[src/rtl/core/skt_pkg.sv]
// Shared constants and types for the sorted key/tag table.
// Used by skt_cell, skt_gather, the table and the bench; no dependencies.
package skt_pkg;

    localparam int CAPACITY_DEF = 256;
    localparam int TAG_BITS_DEF = 32;
    localparam int KEY_BITS     = 64;
    localparam int GATHER_GROUP = 16;   // cells per first-level gather group

    typedef enum logic [2:0] {
        F_INSERT      = 3'd0,
        F_REMOVE      = 3'd1,
        F_BEGIN_FIRST = 3'd2,
        F_BEGIN_LAST  = 3'd3,
        F_NEXT        = 3'd4,
        F_PREV        = 3'd5
    } t_func;

    typedef enum logic [2:0] {
        ST_OK       = 3'd0,
        ST_DUP      = 3'd1,
        ST_NOTFOUND = 3'd2,
        ST_FULL     = 3'd3,
        ST_END      = 3'd4
    } t_status;

    // broadcast command from the controller to every cell
    typedef struct packed {
        logic cmp_en;   // latch compare flags against the broadcast pair
        logic rd_mode;  // select line means "cell index == read index"
        logic ins;      // shift toward higher index, open a slot
        logic rem;      // shift toward lower index, close a slot
    } t_cell_cmd;

endpackage

[src/rtl/core/skt_cell.sv]
// One storage cell of the sorted chain: holds a pair, compares it with the
// broadcast pair and shifts with its neighbors. Depends on skt_pkg.
module skt_cell
    import skt_pkg::*;
#(
    parameter int CAPACITY = CAPACITY_DEF,
    parameter int TAG_BITS = TAG_BITS_DEF,
    parameter int POS      = 0
) (
    input  logic                         i_clk,
    input  t_cell_cmd                    i_cmd,
    input  logic [KEY_BITS-1:0]          i_key,
    input  logic [TAG_BITS-1:0]          i_tag,
    input  logic [$clog2(CAPACITY+1)-1:0] i_count,
    input  logic [$clog2(CAPACITY)-1:0]  i_rd_idx,
    input  logic                         i_left_lt,
    input  logic [KEY_BITS-1:0]          i_left_key,
    input  logic [TAG_BITS-1:0]          i_left_tag,
    input  logic [KEY_BITS-1:0]          i_right_key,
    input  logic [TAG_BITS-1:0]          i_right_tag,
    output logic                         o_lt,
    output logic [KEY_BITS-1:0]          o_key,
    output logic [TAG_BITS-1:0]          o_tag,
    output logic                         o_sel
);

    localparam int CNT_W = $clog2(CAPACITY + 1);
    localparam int IDX_W = $clog2(CAPACITY);
    localparam logic [CNT_W-1:0] POS_CNT = CNT_W'(POS);
    localparam logic [IDX_W-1:0] POS_IDX = IDX_W'(POS);

    logic [KEY_BITS-1:0] r_key;
    logic [TAG_BITS-1:0] r_tag;
    logic                r_lt;
    logic                r_eq;
    logic                w_valid;
    logic                w_key_eq;
    logic                w_less;

    assign w_valid  = POS_CNT < i_count;
    assign w_key_eq = r_key == i_key;
    assign w_less   = ($signed(r_key) < $signed(i_key)) || (w_key_eq && (r_tag < i_tag));

    always_ff @(posedge i_clk) begin
        if (i_cmd.cmp_en) begin
            r_lt <= w_valid && w_less;
            r_eq <= w_valid && w_key_eq && (r_tag == i_tag);
        end
        if (i_cmd.ins && !r_lt) begin
            r_key <= i_left_lt ? i_key : i_left_key;
            r_tag <= i_left_lt ? i_tag : i_left_tag;
        end else if (i_cmd.rem && !r_lt) begin
            r_key <= i_right_key;
            r_tag <= i_right_tag;
        end
    end

    assign o_lt  = r_lt;
    assign o_key = r_key;
    assign o_tag = r_tag;
    // set is unique: the single equal cell is exactly the match position
    assign o_sel = i_cmd.rd_mode ? (POS_IDX == i_rd_idx) : r_eq;

endmodule

[config.mk]
export PLATFORM = sky130hd
export DESIGN_NAME = skt_cell
export DESIGN_NICKNAME = d
export VERILOG_FILES = /design/src/rtl/core/skt_pkg.sv /design/src/rtl/core/skt_cell.sv
export SDC_FILE = /design/constraint.sdc
export NUM_CORES = 1
export LEC_CHECK = 0
export BUFFER_PORTS_ARGS = -buffer_cell sky130_fd_sc_hd__buf_2
export CAP_MARGIN = 5
export CORE_AREA = 5 5 154 156
export DETAILED_ROUTE_END_ITERATION = 12
export DIE_AREA = 0 0 159 161
export HOLD_SLACK_MARGIN = 0.12
export SYNTH_ARGS = -nofsm -noshare
export SYNTH_HDL_FRONTEND = slang
export SYNTH_SLANG_ARGS = --single-unit
export TNS_END_PERCENT = 1
[constraint.sdc]
create_clock -name i_clk -period 8.2 [get_ports i_clk]
set_input_delay 1.64 -clock i_clk [delete_from_list [all_inputs] [get_ports i_clk]]
set_output_delay 1.64 -clock i_clk [all_outputs]
set_load 0.05 [all_outputs]
# ---- Word level (Yosys, flattened, before mapping)
# Cells that the tools add are included.
dict set report classes {
  order_cmp 3
  eq_ne 2
  muxes 7
  reduce_logical 10
}
# cell count
set ops {}
lappend ops {{64-bit 2-to-1 mux} 3}
lappend ops {{32-bit 2-to-1 mux} 3}
lappend ops {{64-bit equality test} 1}
lappend ops {{64-bit less-than comparator} 1}
lappend ops {{32-bit equality test} 1}
lappend ops {{32-bit less-than comparator} 1}
lappend ops {{1-bit by 9-bit less-than comparator with 1-bit output, first input constant} 1}
lappend ops {{8-bit logical NOT} 1}
lappend ops {{1-bit logical AND} 6}
lappend ops {{2-bit nonzero test} 1}
lappend ops {{1-bit logical NOT} 1}
lappend ops {{1-bit logical OR} 1}
lappend ops {{1-bit 2-to-1 mux} 1}
dict set report totals {
  regBits 98
  input_bits 311
  output_inout_bits 98
}

# ---- Logic depth before layout (Yosys ltp)
# Gate-level depths: netlist of run 1.
dict set report logic_depth {
  depth_word 4
  depth_mapped 9
}

# ---- Least setup slack after synthesis of run 1
# No wires, ideal clock.
dict set report synth_path {
  path_kind {input to register}
  startpoint {input i_cmd[1] (netlist name)}
  endpoint {register r_key[0], in the netlist o_key[0], enable pin}
  setup_ns 0.554
  arrival_ns 5.718
  required_time_ns 7.646
  path_slack_ns 1.928
  stages 2
  n_path_buf 0
  path_cell_list {nor2_1 nor2_1}
}
dict set report synth_between {
  elab_chain_len 2
}
# element line
set synth_rtl {}
lappend synth_rtl {{start: declaration} skt_cell.sv:11} ;# input t_cell_cmd i_cmd,
lappend synth_rtl {{1-bit logical AND} skt_cell.sv:49} ;# if (i_cmd.ins && !r_lt) begin
lappend synth_rtl {{2-bit nonzero test (no source line)} -}
lappend synth_rtl {{end signal: assignment} skt_cell.sv:50} ;# r_key <= i_left_lt ? i_key : i_left_key;
lappend synth_rtl {{end signal: assignment} skt_cell.sv:53} ;# r_key <= i_right_key;
lappend synth_rtl {{end: declaration} skt_cell.sv:32} ;# logic [KEY_BITS-1:0] r_key;
# No other way between the ends.
# A chain may end at the register's enable or synchronous reset.

# ---- Final worst setup path of run 1
dict set report layout_path {
  startpoint {input i_rd_idx[5]}
  endpoint {output o_sel}
}
dict set report layout_between {
  elab_chain_len 2
}
# element line
set layout_rtl {}
lappend layout_rtl {{start: declaration} skt_cell.sv:15} ;# input logic [$clog2(CAPACITY)-1:0] i_rd_idx,
lappend layout_rtl {{8-bit logical NOT} skt_cell.sv:62} ;# assign o_sel = i_cmd.rd_mode ? (POS_IDX == i_rd_idx) : r_eq;
lappend layout_rtl {{1-bit 2-to-1 mux} skt_cell.sv:62}
lappend layout_rtl {{end: declaration} skt_cell.sv:24} ;# output logic o_sel
# No other way between the ends.

==> impl_metrics.ini, run 1 <==
[cells_and_area]
finalNetCount = 1587
fillers = 2246
layout-drive-gt1-share_pct = 36.5
area_growth_pct = 35.2

[global_route]
grt_usage_pct = 19.0
grt.overflow.total = 0
grt_max_degree = 103
grt_pass1_vias = 7118
antenna_found_initial = 3
grt_pass1_wl_mm = 38.7

[clock_network]
cts_buffers = 9
root_buffer = clkbuf_16
htreeDepth = 3
cts_buffer_depth = 2
cts_tree = done
cts.repair.resized = 0
ctsHoldBuffers = 0
cts_post_setup_buffers_inserted = 0
path_clk_slew_ns = 0.07
clk_latency_ns = 0.35
clkSinkCount = 98

[floorplan]
die_height_um = 161
row_count = 55
core-area_um2 = 22200
io_pins = 409
die_x_um = 159
initial_core_util_pct = 33.4
die-area_um2 = 25600

[sta]
grt_setup_unrepaired = no
tightest_slew_ns = 0.990
max_slew_margin_pct = 34.0
hold_viol_final = 0
fin_crit_sh_pct = 51.6
setup_ws_ns = 3.97
max_freq_mhz = 236
slew_violations = 0
setup_viol = 0
min_period_ns = 4.23
finClkSkew_ns = 0.0116
setup_tns_ns = 0

[power_and_ir_drop]
leakagePower_nw = 5.28
ir_worst_vdd_v = 0.0000873
powerDensity_nw_per_um2 = 193

[drt]
routed_wl_mm = 25.8
drt_iter0_drc = 329
detail_route.first_pass.iterations = 5
drt-vias-per-instance = 4.85
postRouteAntennaNets = 0
via_count = 7127
drc = 0
wl_per_cell_um = 17.6

[synthesis]
synth_ff_type = edfxtp_1
synth_nets = 1196
avgSynthCellArea_um2 = 9.41
ys_warn_count = 0
async_reset_ff_share_pct = 0
syn_area_um2 = 7420
yosysSeqAreaShare_pct = 39.7
synthCells = 789
synth-edff-count = 98
ys_ff_latch = 98
synth.distinct_cells = 38

[worst_setup_path]
worst-setup-path-type = in -> out
cp_data_arrival_time_ns = 2.59
worstSetupEndpointType = output port
cp_max_fo = 1
start_kind = input port
crit_required_ns = 6.56

[flow_run]
max-cap-violations = 0

[placed_design]
port-buffer-count = 408
pre_cts_ws_ns = 3.76
hpwl_mm = 21.6
routabilityCongestion = 0.879

[run_status]
status = completed

[min_path]
hold_class = reg -> reg
## synth_stat cells, drive strengths merged, types with 6 or more instances
cell / number / share of area, %
a211oi: 6 / 0.61
a21oi: 30 / 2.1
buf: 6 / 0.32
clkbuf: 26 / 1.3
edfxtp: 98 / 40
ha: 96 / 16
inv: 100 / 5.1
mux2i: 96 / 13
nand2: 117 / 5.9
nand3: 11 / 0.81
nand4: 24 / 2.0
nor2: 19 / 0.96
nor4: 11 / 0.93
o21ai: 114 / 7.7
## where the power goes
group	switching, mW	internal, mW	leakage (nW)	total, mW
registers	0.0476	0.670	0.951	0.717
clock network	0.198	0.205	0.129	0.403
logic	0.575	0.243	4.20	0.818
## cells in the final DEF, fill, tap and decap left out, types with 2 or more instances in the layout
| cell type | count |
|---|---|
| mux2i_1 | 96 |
| nor3_1 | 4 |
| or4_1 | 2 |
| clkinv_4 | 2 |
| ha_1 | 96 |
| a21o_1 | 4 |
| inv_1 | 100 |
| edfxtp_1 | 98 |
| buf_2 | 407 |
| o211ai_1 | 4 |
| a21oi_1 | 29 |
| a211oi_1 | 6 |
| nand3_1 | 10 |
| clkinvlp_4 | 2 |
| a21boi_0 | 2 |
| nand4_1 | 24 |
| nor2_1 | 18 |
| o21ai_0 | 114 |
| nand2_1 | 117 |
| a31oi_1 | 2 |
| clkbuf_16 | 9 |
| buf_4 | 4 |
| clkinv_2 | 2 |
| a221oi_1 | 3 |
| nor4_1 | 10 |
## per-layer routing
layer | vias up | GRT usage (%) | share of wire, %
met5 | - | 0 | 0.10
met2 | 266 | 33.9 | 50
li1 | 3628 | - | -
met1 | 3196 | 22.4 | 40
met3 | 33 | 4.85 | 7.3
met4 | 4 | 6.09 | 2.1
## worst max-delay path, cell delays in order
cell,delay (ns)
buf_2,0.10
nor4_1,0.38
nand3_1,0.11
o21ai_0,0.08
buf_2,0.28
## cell type report
type	count	area [um2]	area share (%)
Antenna cell	1	2.50	0.0250
Clock buffer	9	225	2.25
Clock inverter	7	46.3	0.462
Inverter	100	375	3.74
Multi-Input combinational cell	559	4000	39.9
Sequential cell	98	2940	29.3
Tap cell	285	357	3.56
Timing Repair Buffer	412	2080	20.7
## logic make-up (layout without fill, tap and decap cells)
group                      count (synthesis)  after routing  synth area share [%]
other                                      0              1                     0
DFF                                       98             98                  39.7
AOI/OAI and AO/OA                        172            172                  12.7
buffers and inverters                    132            528                  6.69
muxes                                     96             96                  12.9
and+or+nand+nor                          195            195                  11.8
adders and majority gates                 96             96                  16.2
## worst paths after layout
path / startpoint / to / slack [ns] / cells after the start
max reg2reg: o_key[59] / r_eq / 5.15 / 6
max: i_rd_idx[5] / o_sel / 3.97 / 5
min: o_lt / o_tag[10] / 0.92 / 1
min reg2reg: o_lt / o_tag[10] / 0.92 / 1
## sequential cells by signal (all words and copies together), names as in the netlist
signal,cells
o_tag,32
o_lt,1
r_eq,1
o_key,64
## metrics by stage
stage / utilization, % / instances / power [mW] / area, um2 / hold slack (ns)
2_1_floorplan: - / 789 / 1.29 / 7420 / 1.24
3_3_place_gp: 43.9 / 1454 / 1.54 / 9760 / 0.956
3_5_place_dp: 43.9 / 1454 / 1.56 / 9760 / 0.922
4_1_cts: 45.1 / 1470 / 1.96 / 10000 / 0.950
5_1_grt: 45.1 / 1471 / 2.06 / 10000 / 0.970
6_report: 45.1 / 1471 / 1.94 / 10000 / 0.921
(Power assumes the default switching activity.)
==> run 2: changes to the inputs <==
- CORE_AREA: 5 5 154 156 -> 5 5 158 160
- DIE_AREA: 0 0 159 161 -> 0 0 163 165
- clock period: 8.2 -> 3.4 ns (I/O delays scaled with it)
==> run 2 against run 1 <==
  * Worst setup slack got worse by 3.3 ns
  * Utilization decreased by 1.2 points
  * Non-clock buffer count increased by 7
  * Clock power increased to 2.6 times the previous value
  * Wire length increased by 1.0%
  * Highest routed layer unchanged
  * Die area increased by 5.1%
  * Cell area increased by 1.8%
  * Critical endpoint is now o_lt
  * First-iteration DRC count increased by 2.1%
  * Worst hold slack got worse by 0.32 ns
  * Clock-buffer cell count increased by 3
==> impl_metrics.ini, run 2 (synthesized netlist as in run 1, its figures left out) <==
[worst_setup_path]
path_common_cell = or4_1
timing.rr.end = o_lt
crit_chain = buf_2 > inv_1 > ha_1 > a21oi_1 > o21ai_0 > a221oi_1 > nor4_1 > or4_1 > or4_1 > nand2_1
crit_start = i_key[19]
worst-r2r-setup-slack_ns = 0.68
cp_max_fo = 3
ff2ff_path_depth = 8
start_kind = input port
worstSetupEndpointType = flip-flop
slowest_delay_ns = 0.52
cp_data_arrival_time_ns = 2.96
r2r_start = o_key[17]
cp_slowest_cell = or4_1
worst-setup-path-type = in -> reg
crit_required_ns = 3.61

[placed_design]
hpwl_mm = 22.2
routabilityCongestion = 0.852
port-buffer-count = 408
placedInstanceArea_um2 = 9930

[cells_and_area]
fillers = 2376
design_area_um2 = 10200
largest_register_ffs = 64
final_common_cell = buf_2
antenna_cells = 0
finalNetCount = 1594
layout-drive-gt1-share_pct = 36.7
area_growth_pct = 37.6
most-common-layout-cells = 407 x buf_2, 117 x nand2_1, 114 x o21ai_0

[clock_network]
cts_buffer_depth = 2
clkSinkCount = 98
htreeDepth = 3
clk_latency_ns = 0.35
cts_tree = done
cts_post_setup_buffers_inserted = 0
path_clk_slew_ns = 0.07
cts_buffers = 9
root_buffer = clkbuf_16
cts.repair.resized = 0
ctsHoldBuffers = 0

[floorplan]
row_count = 56
initial_core_util_pct = 31.9
die_x_um = 163
die-area_um2 = 26900
io_pins = 409
core-area_um2 = 23300
die_height_um = 165

[global_route]
globalRoute.busiestLayer = met2
grt_max_degree = 88
grt_usage_pct = 18.5
grt.met2_usage_pct = 33.5
use_met1_pct = 22.0
grt_pass1_wl_mm = 38.7
grt_pass1_vias = 7215
antenna_found_initial = 1
grt.overflow.total = 0
use_met3_pct = 4.07

[sta]
grt_setup_unrepaired = no
finClkSkew_ns = 0.00921
tightest_slew_ns = 0.729
slew_violations = 0
max_freq_mhz = 364
min_period_ns = 2.75
setup_viol = 0
max_slew_margin_pct = 50.8
hold_viol_final = 0
setup_tns_ns = 0
fin_crit_sh_pct = 80.8

[drt]
drt_iter0_drc = 336
routed_wl_mm = 26.1
wl_per_cell_um = 17.3
via_count = 7142
drc = 0
detail_route.first_pass.iterations = 5
postRouteAntennaNets = 0
drt-vias-per-instance = 4.73

[power_and_ir_drop]
leakagePower_nw = 5.35
powerDensity_nw_per_um2 = 467
ir_worst_vdd_v = 0.000219

[min_path]
whs_endpoint = o_tag[12]
worst_hold_path.num_cells = 3
min_from = i_right_tag[12]
hold_class = in -> reg

[run_status]
status = completed

[flow_run]
max-cap-violations = 0
[run 2: changes by cell type in the layout (fill, tap and decap cells not counted), sizes merged]
cell | previous run | this run
clkbuf | 9 | 12
diode | 1 | 0
buf | 412 | 419
bufinv | 0 | 1
clkinv | 5 | 0
clkinvlp | 2 | 3
[run 2: area by class of cell]
| cell class | count | area (um2) | share of cell area (%) |
|---|---|---|---|
| Clock inverter | 4 | 52.6 | 0.514 |
| Timing Repair Buffer | 419 | 2210 | 21.6 |
| Tap cell | 319 | 399 | 3.91 |
| Sequential cell | 98 | 2940 | 28.8 |
| Clock buffer | 12 | 236 | 2.32 |
| Multi-Input combinational cell | 559 | 4000 | 39.2 |
| Inverter | 100 | 375 | 3.67 |
[run 2: worst max-delay path by stage]
stage	endpoint	depth (start not counted)
final	o_lt	10
after global routing	o_lt	10
after CTS	o_lt	10
after detailed placement	o_lt	10
after global placement	o_lt	10
after floorplan	o_lt	9
[run 2: metal layers]
metal,routed length [um],share of wire (%),vias to the layer above
met4,537,2.1,2
met5,11,0.042,-
met1,10400,40,3208
li1,-,-,3641
met3,1820,7.0,34
met2,13400,51,257
[run 2: where the power goes]
part           switching (mW)  total (mW)  internal, mW
combinational            1.39        2.01         0.617
sequential              0.120        1.73          1.61
clock                   0.459        1.03         0.573
[run 2: worst max-delay path, delay by kind of cell]
| family | cells | cell delay, ns |
|---|---|---|
| adder cells (fa/ha/maj) | 1 | 0.31 |
| AO/OA/AOI/OAI | 3 | 0.71 |
| buffers and inverters | 2 | 0.13 |
| AND/OR/NAND/NOR | 4 | 1.13 |
[run 2: through the flow]
| step | utilization, % | hold WS, ns | worst slack [ns] | instances | total power [mW] |
|---|---|---|---|---|---|
| finish | 43.9 | 0.604 | 0.654 | 1511 | 4.77 |
| global route | 43.9 | 0.597 | 0.554 | 1511 | 5.07 |
| CTS | 43.9 | 0.584 | 0.680 | 1511 | 4.84 |
| detailed placement | 42.7 | 0.960 | 0.327 | 1495 | 3.79 |
| global placement | 42.7 | 0.955 | 0.338 | 1495 | 3.77 |
| floorplan | - | 0.792 | 0.644 | 789 | 3.09 |
==> run 3: changes to the inputs <==
- CORE_AREA: 5 5 158 160 -> 5 5 154 156
- DIE_AREA: 0 0 163 165 -> 0 0 159 161
- clock period: 3.4 -> 2.9 ns (I/O delays scaled with it)
==> run 3 against run 2 <==
  * Wire length decreased by 1.4%
  * Clock power increased by 9%
  * Non-clock buffer count increased by 9
  * Final cell count decreased by 1.7%
  * Critical path type is now reg -> reg
  * Largest cell class unchanged
==> impl_metrics.ini, run 3 (synthesized netlist as in run 1, its figures left out) <==
[placed_design]
placedInstanceArea_um2 = 9940
routabilityCongestion = 0.889
port-buffer-count = 408
hpwl_mm = 21.7

[min_path]
hold_class = in -> reg
min_from = i_cmd[3]

[global_route]
grt_pass1_wl_mm = 38.7
grt.overflow.total = 0
grt_pass1_vias = 7131
grt_usage_pct = 18.9
antenna_found_initial = 3
grt_max_degree = 71

[clock_network]
clk_latency_ns = 0.35
cts_tree = done
cts_post_setup_buffers_inserted = 0
htreeDepth = 3
clkSinkCount = 98
root_buffer = clkbuf_16
cts_buffers = 9
path_clk_slew_ns = 0.07
cts_buffer_depth = 2
cts.repair.resized = 0
ctsHoldBuffers = 0

[worst_setup_path]
start_kind = flip-flop
crit_required_ns = 3.11
cp_slowest_cell = or4_1
cp_max_fo = 3
worst-r2r-setup-slack_ns = 0.19
cp_top_family = simple AND/OR/NAND/NOR gates
crit_chain = ha_1 > a21oi_1 > o21ai_0 > a221oi_1 > nor2_1 > or4_1 > or4_1 > nand2_1
worst-setup-path-type = reg -> reg
path_common_cell = or4_1
slowest_delay_ns = 0.51
worstSetupEndpointType = flip-flop
cp_data_arrival_time_ns = 2.92
crit_start = o_key[27]
r2r_start = o_key[27]
cp.buffers_inverters = 0

[drt]
routed_wl_mm = 25.7
drt_iter0_drc = 313
detail_route.first_pass.iterations = 5
drc = 0
postRouteAntennaNets = 0
drt-vias-per-instance = 4.86
via_count = 7226
wl_per_cell_um = 17.3

[floorplan]
die-area_um2 = 25600
core-area_um2 = 22200
initial_core_util_pct = 33.4
die_height_um = 161
die_x_um = 159
io_pins = 409
row_count = 55

[run_status]
status = completed

[sta]
fin_crit_sh_pct = 93.5
tightest_slew_ns = 0.587
grt_setup_unrepaired = no
min_period_ns = 2.71
setup_viol = 0
max_freq_mhz = 369
hold_viol_final = 0
finClkSkew_ns = 0.00888
slew_violations = 0
max_slew_margin_pct = 60.9

[cells_and_area]
design_area_um2 = 10200
largest_register_ffs = 64
layout-drive-gt1-share_pct = 37.2
antenna_cells = 0
most-common-layout-cells = 407 x buf_2, 117 x nand2_1, 114 x o21ai_0
area_growth_pct = 37.5
finalNetCount = 1603
fin_util_pct = 45.9
final_common_cell = buf_2

[power_and_ir_drop]
leakagePower_nw = 5.37
powerDensity_nw_per_um2 = 540
ir_worst_vdd_v = 0.000299

[flow_run]
max-cap-violations = 0
## run 3: changes by cell type in the layout (fill, tap and decap cells not counted), sizes merged
cell    before  now
buf        419  428
bufinv       1    0
clkbuf      12   11
clkinv       0    2
## run 3: area by class of cell
cell class / count / area (um2)
clock buffers: 11 / 233
clock inverters: 5 / 31.3
fillers: 2206 / 12000
inverters: 100 / 375
multi-input cells: 559 / 4000
flip-flops and latches: 98 / 2940
well taps: 285 / 357
repair buffers: 428 / 2260
## run 3: power breakdown
part | switching [mW] | internal [mW]
combinational | 1.63 | 0.730
clock | 0.542 | 0.579
sequential | 0.135 | 1.89
## run 3: worst paths after layout
check	cells past startpoint	end
worst max-delay path	8	o_lt
worst min-delay path	1	r_eq
worst max register to register	8	o_lt
worst min register to register	4	r_eq
## run 3: metal layers
layer	vias up	global-route usage [%]	wire (um)
met3	36	4.24	1630
met4	6	6.36	645
met2	259	33.3	12800
li1	3653	-	-
met5	-	0	28
met1	3272	22.8	10600
## run 3: worst register-to-register path, stage by stage, from the launching register on
cell and delay (ns):
edfxtp_1 0.41, ha_1 0.33, a21oi_1 0.15, o21ai_0 0.13
a221oi_1 0.38, nor2_1 0.09, or4_1 0.51, or4_1 0.51
nand2_1 0.07
## run 3: through the flow
stage / setup slack (ns) / hold slack, ns / cells / setup TNS (ns) / power (mW)
floorplan: 0.170 / 0.692 / 789 / 0 / 3.63
global placement: -0.100 / 0.857 / 1470 / -0.100 / 4.41
detailed placement: -0.111 / 0.859 / 1470 / -0.111 / 4.44
CTS: 0.152 / 0.484 / 1486 / 0 / 5.59
global route: 0.0359 / 0.491 / 1486 / 0 / 5.85
finish: 0.187 / 0.495 / 1486 / 0 / 5.51
